$ cat config.mk
export PLATFORM = sky130hd
export DESIGN_NAME = xoroshiro1024_star_prng_core_flat
export DESIGN_NICKNAME = d
export VERILOG_FILES = /design/src/rtl/core/xs1k_pkg.sv /design/src/rtl/core/xs1k_ifs.sv /design/src/rtl/core/xs1k_cell.sv /design/src/rtl/core/xs1k_mul.sv /design/src/rtl/core/xoroshiro1024_star_prng_core.sv /design/src/flat_wrapper.sv
export SDC_FILE = /design/constraint.sdc
export NUM_CORES = 2
export LEC_CHECK = 0
export ABC_AREA = 1
export BUFFER_PORTS_ARGS = -buffer_cell sky130_fd_sc_hd__buf_2
export CORE_MARGIN = 3
export CORE_UTILIZATION = 25
export CTS_CLUSTER_SIZE = 20
export DETAILED_ROUTE_END_ITERATION = 12
export HOLD_SLACK_MARGIN = 0.06
export SETUP_SLACK_MARGIN = 0.2
export SLEW_MARGIN = 20
export SYNTH_ARGS = -nofsm -noshare
export SYNTH_HDL_FRONTEND = slang
export SYNTH_SLANG_ARGS = --single-unit
export TNS_END_PERCENT = 20
$ cat constraint.sdc
create_clock -name i_clk -period 17.44 [get_ports i_clk]
set_input_delay 3.488 -clock i_clk [delete_from_list [all_inputs] [get_ports i_clk]]
set_output_delay 3.488 -clock i_clk [all_outputs]
set_load 0.1 [all_outputs]
$ cat src/rtl/core/xs1k_pkg.sv
// Types, constants and helper functions of the xoroshiro1024* core.
// No dependencies; every module and interface of the core imports it.
`default_nettype none

package xs1k_pkg;

    localparam int unsigned NUM_WORDS = 16;
    localparam int unsigned WORD_W    = 64;
    localparam int unsigned POS_W     = 4;
    localparam int unsigned HALF_W    = WORD_W / 2;

    localparam logic [WORD_W-1:0] GOLDEN_MUL = 64'h9e37_79b9_7f4a_7c13;
    localparam int unsigned ROT_A   = 25;
    localparam int unsigned SHIFT_B = 27;
    localparam int unsigned ROT_C   = 36;

    localparam logic CMD_GENERATE = 1'b0;
    localparam logic CMD_LOAD     = 1'b1;

    typedef logic [WORD_W-1:0] t_word;
    typedef logic [POS_W-1:0]  t_pos;

    // Per-cell control: shift takes the neighbor's word, load takes the seed.
    typedef struct packed {
        logic shift;
        logic load;
    } t_cell_ctl;

    // Self-test seed held by state word k after reset.
    function automatic t_word init_word(input t_pos k);
        t_word w;
        case (k)
            t_pos'(0): w = 64'h1234_5678_9ABC_DEF0;
            t_pos'(1): w = 64'hDEAD_BEEF_DEAD_BEEF;
            default:   w = t_word'(69069) * t_word'(k);
        endcase
        return w;
    endfunction

    function automatic t_word rotl(input t_word x, input int unsigned k);
        return (x << k) | (x >> (WORD_W - k));
    endfunction

endpackage

`default_nettype wire

$ cat src/rtl/core/xs1k_ifs.sv
// Request and response channel interfaces of the xoroshiro1024* core.
// Depends on xs1k_pkg for the payload types.
`default_nettype none

interface xs1k_req_if;
    import xs1k_pkg::*;

    logic  valid;
    logic  ready;
    logic  command;
    t_pos  word_index;
    t_word seed_word;

    modport source (output valid, output command, output word_index, output seed_word,
                    input ready);
    modport sink   (input valid, input command, input word_index, input seed_word,
                    output ready);
endinterface

interface xs1k_rsp_if;
    import xs1k_pkg::*;

    logic  valid;
    logic  ready;
    t_word random_value;

    modport source (output valid, output random_value, input ready);
    modport sink   (input valid, input random_value, output ready);
endinterface

`default_nettype wire

$ cat src/rtl/core/xs1k_cell.sv
// One 64-bit state cell of the generator ring.
// Depends on xs1k_pkg for the word and control types.
`default_nettype none

module xs1k_cell (
    input  logic              i_clk,
    input  logic              i_rst_n,
    input  xs1k_pkg::t_word    i_init_word,
    input  xs1k_pkg::t_cell_ctl i_ctl,
    input  xs1k_pkg::t_word    i_shift_word,
    input  xs1k_pkg::t_word    i_load_word,
    output xs1k_pkg::t_word    o_word
);
    import xs1k_pkg::*;

    t_word r_word;
    t_word n_word;

    always_comb begin
        n_word = r_word;
        if (i_ctl.load) begin
            n_word = i_load_word;
        end else if (i_ctl.shift) begin
            n_word = i_shift_word;
        end
    end

    always_ff @(posedge i_clk) begin
        if (!i_rst_n) begin
            r_word <= i_init_word;
        end else begin
            r_word <= n_word;
        end
    end

    assign o_word = r_word;

endmodule

`default_nettype wire

$ cat src/rtl/core/xs1k_mul.sv
// Two-stage output scrambler: multiplies s0 by the golden-ratio constant
// modulo 2^64 from 32-bit partial products. Depends on xs1k_pkg, xs1k_ifs.
`default_nettype none

module xs1k_mul (
    input  logic            i_clk,
    input  logic            i_rst_n,
    input  logic            i_valid,
    input  xs1k_pkg::t_word i_s0,
    output logic            o_ready,
    xs1k_rsp_if.source      o_rsp
);
    import xs1k_pkg::*;

    localparam logic [HALF_W-1:0] MUL_LO = GOLDEN_MUL[HALF_W-1:0];
    localparam logic [HALF_W-1:0] MUL_HI = GOLDEN_MUL[WORD_W-1:HALF_W];

    logic              r_v1;
    logic [WORD_W-1:0] r_p00;
    logic [HALF_W-1:0] r_p01;
    logic [HALF_W-1:0] r_p10;
    logic              r_v2;
    t_word             r_out;

    logic              w_en1;
    logic              w_en2;
    logic [WORD_W-1:0] n_p00;
    logic [HALF_W-1:0] n_p01;
    logic [HALF_W-1:0] n_p10;
    logic [HALF_W-1:0] w_cross;

    assign w_en2   = !r_v2 || o_rsp.ready;
    assign w_en1   = !r_v1 || w_en2;
    assign o_ready = w_en1;

    // Only the low half of the cross products reaches the low 64 bits.
    assign n_p00   = WORD_W'(i_s0[HALF_W-1:0]) * WORD_W'(MUL_LO);
    assign n_p01   = HALF_W'(i_s0[HALF_W-1:0] * MUL_HI);
    assign n_p10   = HALF_W'(i_s0[WORD_W-1:HALF_W] * MUL_LO);
    assign w_cross = r_p01 + r_p10;

    always_ff @(posedge i_clk) begin
        if (!i_rst_n) begin
            r_v1 <= 1'b0;
            r_v2 <= 1'b0;
        end else begin
            if (w_en1) begin
                r_v1 <= i_valid;
            end
            if (w_en2) begin
                r_v2 <= r_v1;
            end
        end
    end

    always_ff @(posedge i_clk) begin
        if (w_en1 && i_valid) begin
            r_p00 <= n_p00;
            r_p01 <= n_p01;
            r_p10 <= n_p10;
        end
        if (w_en2 && r_v1) begin
            r_out <= r_p00 + {w_cross, {HALF_W{1'b0}}};
        end
    end

    assign o_rsp.valid        = r_v2;
    assign o_rsp.random_value = r_out;

endmodule

`default_nettype wire

$ cat src/rtl/core/xoroshiro1024_star_prng_core.sv
// xoroshiro1024* generator core: ring of sixteen state cells plus scrambler.
// Depends on xs1k_pkg, xs1k_ifs, xs1k_cell and xs1k_mul.
//
// Usage:
//   i_req carries requests: command 0 generates one value, command 1 writes
//   seed_word into state word word_index and returns the position to zero.
//   o_rsp carries one random_value for each generate request, in order.
//   Generate requests are taken one per cycle while the ring is aligned
//   and o_rsp is not stalled. Once accepted, a request's result passes
//   through a two-stage multiplier whose last stage is the output register.
//   The state sits in a ring of cells kept rotated so that the current word
//   is always in cell 0; a generate shifts the ring by one cell. A load
//   leaves the ring rotated, so after it i_req.ready stays low while the
//   ring turns back, until the ring offset wraps to zero.
//   Reset (synchronous, active low) restores the self-test seed, sets the
//   position to zero and empties the output pipeline.
//   When the receiver holds o_rsp.ready low, the result waits in the output
//   register, one more request fills the first stage, then i_req.ready drops.
`default_nettype none

module xoroshiro1024_star_prng_core (
    input  logic      i_clk,
    input  logic      i_rst_n,
    xs1k_req_if.sink  i_req,
    xs1k_rsp_if.source o_rsp
);
    import xs1k_pkg::*;

    t_pos  r_base;
    logic  r_realign;
    t_pos  n_base;
    logic  n_realign;

    t_word     w_word  [NUM_WORDS];
    t_word     w_shift [NUM_WORDS];
    t_cell_ctl w_ctl   [NUM_WORDS];

    logic  w_mul_ready;
    logic  w_busy;
    logic  w_acc;
    logic  w_gen;
    logic  w_load;
    t_pos  w_target;
    t_word w_s0;
    t_word w_s15;
    t_word w_t;
    t_word w_old_next;
    t_word w_new_next;

    // Cell k holds state word (r_base + k) mod 16.
    assign w_busy      = r_realign && (r_base != '0);
    assign i_req.ready = w_mul_ready && !w_busy;
    assign w_acc       = i_req.valid && i_req.ready;
    assign w_gen       = w_acc && (i_req.command == CMD_GENERATE);
    assign w_load      = w_acc && (i_req.command == CMD_LOAD);
    assign w_target    = i_req.word_index - r_base;

    assign w_s15      = w_word[0];
    assign w_s0       = w_word[1];
    assign w_t        = w_s15 ^ w_s0;
    assign w_old_next = rotl(w_s0, ROT_A) ^ w_t ^ (w_t << SHIFT_B);
    assign w_new_next = rotl(w_t, ROT_C);

    for (genvar gi = 0; gi < NUM_WORDS; gi++) begin : g_cell
        assign w_ctl[gi].shift = w_gen || w_busy;
        assign w_ctl[gi].load  = w_load && (w_target == t_pos'(gi));

        if (gi == 0) begin : g_head
            assign w_shift[gi] = w_gen ? w_new_next : w_word[1];
        end else if (gi == NUM_WORDS - 1) begin : g_tail
            assign w_shift[gi] = w_gen ? w_old_next : w_word[0];
        end else begin : g_mid
            assign w_shift[gi] = w_word[gi + 1];
        end

        xs1k_cell u_cell (
            .i_clk        (i_clk),
            .i_rst_n      (i_rst_n),
            .i_init_word  (init_word(t_pos'(gi))),
            .i_ctl        (w_ctl[gi]),
            .i_shift_word (w_shift[gi]),
            .i_load_word  (i_req.seed_word),
            .o_word       (w_word[gi])
        );
    end

    always_comb begin
        n_base    = r_base;
        n_realign = r_realign;
        if (w_gen || w_busy) begin
            n_base = r_base + t_pos'(1);
        end
        if (w_load) begin
            n_realign = (r_base != '0);
        end else if (w_busy) begin
            // The ring is aligned once the offset wraps to zero.
            n_realign = (r_base != '1);
        end
    end

    always_ff @(posedge i_clk) begin
        if (!i_rst_n) begin
            r_base    <= '0;
            r_realign <= 1'b0;
        end else begin
            r_base    <= n_base;
            r_realign <= n_realign;
        end
    end

    xs1k_mul u_mul (
        .i_clk   (i_clk),
        .i_rst_n (i_rst_n),
        .i_valid (w_gen),
        .i_s0    (w_s0),
        .o_ready (w_mul_ready),
        .o_rsp   (o_rsp)
    );

endmodule

`default_nettype wire

$ cat src/flat_wrapper.sv
// flat-port wrapper written by rule: the top's interface ports become plain ports
module xoroshiro1024_star_prng_core_flat import xs1k_pkg::*;
  (i_clk, i_rst_n, i_req_valid, i_req_command, i_req_word_index, i_req_seed_word, i_req_ready, o_rsp_valid, o_rsp_random_value, o_rsp_ready);
  xs1k_req_if i_req_i ();
  xs1k_rsp_if o_rsp_i ();
  input  logic i_clk;
  input  logic i_rst_n;
  input wire logic [$bits(i_req_i.valid)-1:0] i_req_valid;
  input wire logic [$bits(i_req_i.command)-1:0] i_req_command;
  input wire logic [$bits(i_req_i.word_index)-1:0] i_req_word_index;
  input wire logic [$bits(i_req_i.seed_word)-1:0] i_req_seed_word;
  output wire logic [$bits(i_req_i.ready)-1:0] i_req_ready;
  output wire logic [$bits(o_rsp_i.valid)-1:0] o_rsp_valid;
  output wire logic [$bits(o_rsp_i.random_value)-1:0] o_rsp_random_value;
  input wire logic [$bits(o_rsp_i.ready)-1:0] o_rsp_ready;
  assign i_req_i.valid = i_req_valid;
  assign i_req_i.command = i_req_command;
  assign i_req_i.word_index = i_req_word_index;
  assign i_req_i.seed_word = i_req_seed_word;
  assign i_req_ready = i_req_i.ready;
  assign o_rsp_valid = o_rsp_i.valid;
  assign o_rsp_random_value = o_rsp_i.random_value;
  assign o_rsp_i.ready = o_rsp_ready;
  xoroshiro1024_star_prng_core u_core (.i_clk(i_clk), .i_rst_n(i_rst_n), .i_req(i_req_i), .o_rsp(o_rsp_i));
endmodule
==> PnR_summary.wiki <==
{| class="wikitable"
! Metric !! Value
|-
| Yosys synthesis warning count || 0
|-
| Hold violation total from the final report || 0
|-
| Final slew viol count || 0
|-
| Io pins || 139
|-
| Worst reg-to-reg path cell count || 25
|-
| Share of synthesized area occupied by flip-flops and latches || 0.299
|-
| Synth area leaders || dfxtp_1, fa_1, nand2_1
|-
| Max Clk Rate || ~0.12 GHz
|-
| Worst hold path type || flop to flop
|-
| Number of clock buffers inserted by TritonCTS || around 150
|-
| Proportion of register bits with asynchronous set or reset after synthesis || 0
|-
| Number of H-tree levels || 4
|-
| DR iter-0 viols || around 7800
|-
| CTS-repair resized insts || 0
|-
| Sink Count || 1221
|-
| Primary FF master, synth || dfxtp_1
|-
| Cells after synthesis || 10900
|-
| Pin slew with the least headroom to its limit || 1.21 ns
|-
| Critical path class || flop to flop
|-
| Standard cell with the maximum stage delay on the critical path || dfxtp_1
|-
| Clock root cell || clkbuf_16
|-
| Top cell type by total area after synthesis || dfxtp_1
|-
| Compound-Gate Fraction of Synth Area || 0.129
|-
| Die Footprint || 360000 µm²
|-
| Post-Synth Adder-Cell Area || 0.278
|-
| Pin count of the biggest net entering global routing || 230
|-
| Multiplexer share of the synthesized area || 0
|-
| Number of logic stages on the critical path including buffering || 25
|-
| Vertical extent of the die || 600 µm
|-
| Via count of the first global-routing pass || 72200
|-
| Worst setup EP type || flop
|-
| Wire length of the first global-routing pass || about 470000 µm
|-
| Setup violation total in the final timing report || 0
|-
| Post-synth design cell area || ~88000 µm²
|-
| Buf+Inv Stages, Crit Path || 7
|-
| Routed Wire Length || 313000 µm
|-
| Hold buffer count at CTS || 0
|-
| Setup Fix Bufs, Post-CTS || 0
|-
| Average via count per standard cell || ~4.9
|-
| RSZ-0062 raised after global routing || no
|-
| Kind of start point of the critical path || flop
|-
| Worst setup skew after layout || 0.132 ns
|-
| Clock Tree Buf Depth || 4
|-
| Synth top area share || 0.234
|-
| Buffers on Ports || 138
|-
| Ratio of cells with drive above 1 in the final layout || 0.0473
|-
| Simple logic cell fraction of the synthesized area || 0.178
|-
| Number of library cell types mapped by synthesis || between 40 and 50
|-
| Area growth from synthesis to layout || 11.4%
|-
| Initial cell density of the core || 0.252
|-
| Routability congestion estimate from global placement || a little under 1
|-
| HPWL after DPL || roughly 230000 µm
|-
| Post-Synth XOR/XNOR Area || 0.0326
|-
| Number of nets in the layout || approximately 12000
|-
| Mean instance size in the synthesized netlist || 8.08 µm²
|-
| Period minus WS final || 8.24 ns
|-
| Nets in the synthesized netlist || between 10000 and 15000
|-
| Antenna violations before repair || 27
|-
| Average wire per standard cell || 20.2 µm
|-
| Final sum of negative setup slack || 0 ns
|-
| Clock insertion delay at the later pin of the skew report || 0.85 ns
|-
| Hold-critical path depth || 0
|-
| Post-detailed-route DRC marker count || 0
|-
| Worst relative slew slack || 0.182
|-
| Core area || about 350000 µm²
|-
| TritonCTS clock tree || built
|-
| Number of flops mapped to enable cells by yosys || 190
|-
| Final global-route overflow total || 0
|-
| Data required, critical path || between 15 and 20 ns
|-
| Gr usage total || 0.170
|-
| Max stage delay on crit path || 0.93 ns
|-
| Data arrival at the endpoint of the critical path || 8.79 ns
|-
| Result of the run || finished clean
|-
| Final-layout worst hold slack || just over 0.4 ns
|-
| DIE WIDTH || 600 µm
|-
| Biggest fanout along the worst timing path || 10
|-
| Dominant combinational cell family by area after synthesis || adder cells
|-
| Number of routed nets with antenna violations || 0
|-
| CP delay by family, top || adder cells
|-
| Maxcap violations || 0
|-
| Total via count after detailed routing || around 76000
|-
| First-pass detailed-route iteration total || 6
|-
| Number of synthesized register bits || 1221
|-
| Std-Cell Rows || 217
|-
| Final critical-path share of the clock period || 0.472
|-
| Worst-path clk slew || 0.06 ns
|}
-- registers in the layout, indices dropped and copies added, names as in the netlist --
| signal | count |
|---|---|
| u_core.u_mul.r_p00 | 62 |
| u_core.u_mul.r_p10 | 32 |
| u_core.u_mul.o_rsp.valid | 1 |
| u_core.r_base | 4 |
| u_core.u_mul.o_rsp.random_value | 64 |
| u_core.u_mul.r_v1 | 1 |
| u_core.u_mul.r_p01 | 32 |
| u_core.r_realign | 1 |
| u_core.g_cell.u_cell.o_word | 1024 |
-- cells in the mapped netlist (2+ instances only) --
library cell	n
nand2_2	3
or2_2	2
nor4_1	9
o211a_1	14
o21ai_0	702
a21boi_0	8
dfxtp_1	1031
a21o_1	21
nand4_1	107
nor3_1	47
nor2_4	2
buf_4	3
buf_1	6
fa_1	760
a211oi_1	4
a31oi_1	412
edfxtp_1	190
o21a_1	6
nand2_1	2808
nand3_1	253
o221ai_1	2
xnor2_1	93
xor2_1	235
inv_1	1372
and3_1	3
nor2_2	12
o211ai_1	6
clkbuf_1	340
o21ai_1	2
nor2_1	699
o2111ai_1	153
nand3b_1	14
clkinv_1	5
a21oi_1	617
buf_2	185
ha_1	745
o21bai_1	37
-- layout by cell type (no fill, tap or decap), types with 21 or more instances in the layout --
master     count
a21o_1        21
a21oi_1      610
a31oi_1      412
buf_2        137
buf_4        106
clkbuf_1      28
clkbuf_16    148
clkbuf_8      25
dfxtp_1     1031
edfxtp_1     190
fa_1         760
ha_1         745
inv_1       1370
nand2_1     2802
nand3_1      251
nand4_1      107
nor2_1       690
nor2_4        21
nor3_1        47
o2111ai_1    153
o21ai_0      701
o21bai_1      37
xnor2_1       93
xor2_1       235
-- final cells by class --
type | count | area [µm²]
Fill cell | 37700 | 252000
Multi-Input combinational cell | 7784 | 54700
Sequential cell | 1221 | 26300
Tap cell | 4599 | 5750
Inverter | 1378 | 5190
Clock buffer | 201 | 4150
Timing Repair Buffer | 246 | 1540
Clock inverter | 48 | 571
Antenna cell | 9 | 22.5
-- worst register-to-register path, delay by kind of cell (launching register included) --
kind / cells / cell delay (ns)
XOR/XNOR: 1 / 0.37
adder cells (fa/ha/maj): 9 / 4.62
buffers and inverters: 7 / 0.87
flip-flops: 1 / 0.93
AND/OR/NAND/NOR: 8 / 1.16
-- final timing paths --
check / startpoint / endpoint / slack (ns)
worst max-delay path: u_core.g_cell[1].u_cell.o_word[10] / u_core.u_mul.r_p00[36] / 9.20
worst min-delay path: u_core.u_mul.r_p00[18] / u_core.u_mul.o_rsp.random_value[18] / 0.41
worst max register to register: u_core.g_cell[1].u_cell.o_word[10] / u_core.u_mul.r_p00[36] / 9.20
worst min register to register: u_core.u_mul.r_p00[18] / u_core.u_mul.o_rsp.random_value[18] / 0.41
-- through the flow --
step                utilization  std cells  cell area (µm²)  setup WS (ns)
finish                    0.281      15500            98300           9.20
CTS                       0.280      15500            98200           9.39
global route              0.281      15500            98200           8.95
floorplan                     -      10900            88200           9.75
detailed placement        0.267      15200            93500           8.80
global placement          0.267      15200            93500           8.79
-- logic make-up (layout without fill, tap and decap cells) --
kind of cell / count (synthesis) / after routing
AOI/OAI and AO/OA: 1988 / 1988
and+or+nand+nor: 3963 / 3963
adders and majority gates: 1505 / 1505
xor gates and xnor gates: 328 / 328
DFF: 1221 / 1221
buffers and inverters: 1914 / 1873
other: 0 / 9
-- layer usage --
metal | global-route usage | part of all wire
met5 | 0 | 0.00052
met2 | 0.251 | 0.42
met4 | 0.0432 | 0.028
met1 | 0.246 | 0.46
met3 | 0.0380 | 0.092
Power is not shown: default switching activity piles up to over one toggle a cycle in this logic, so the estimate is an artifact.
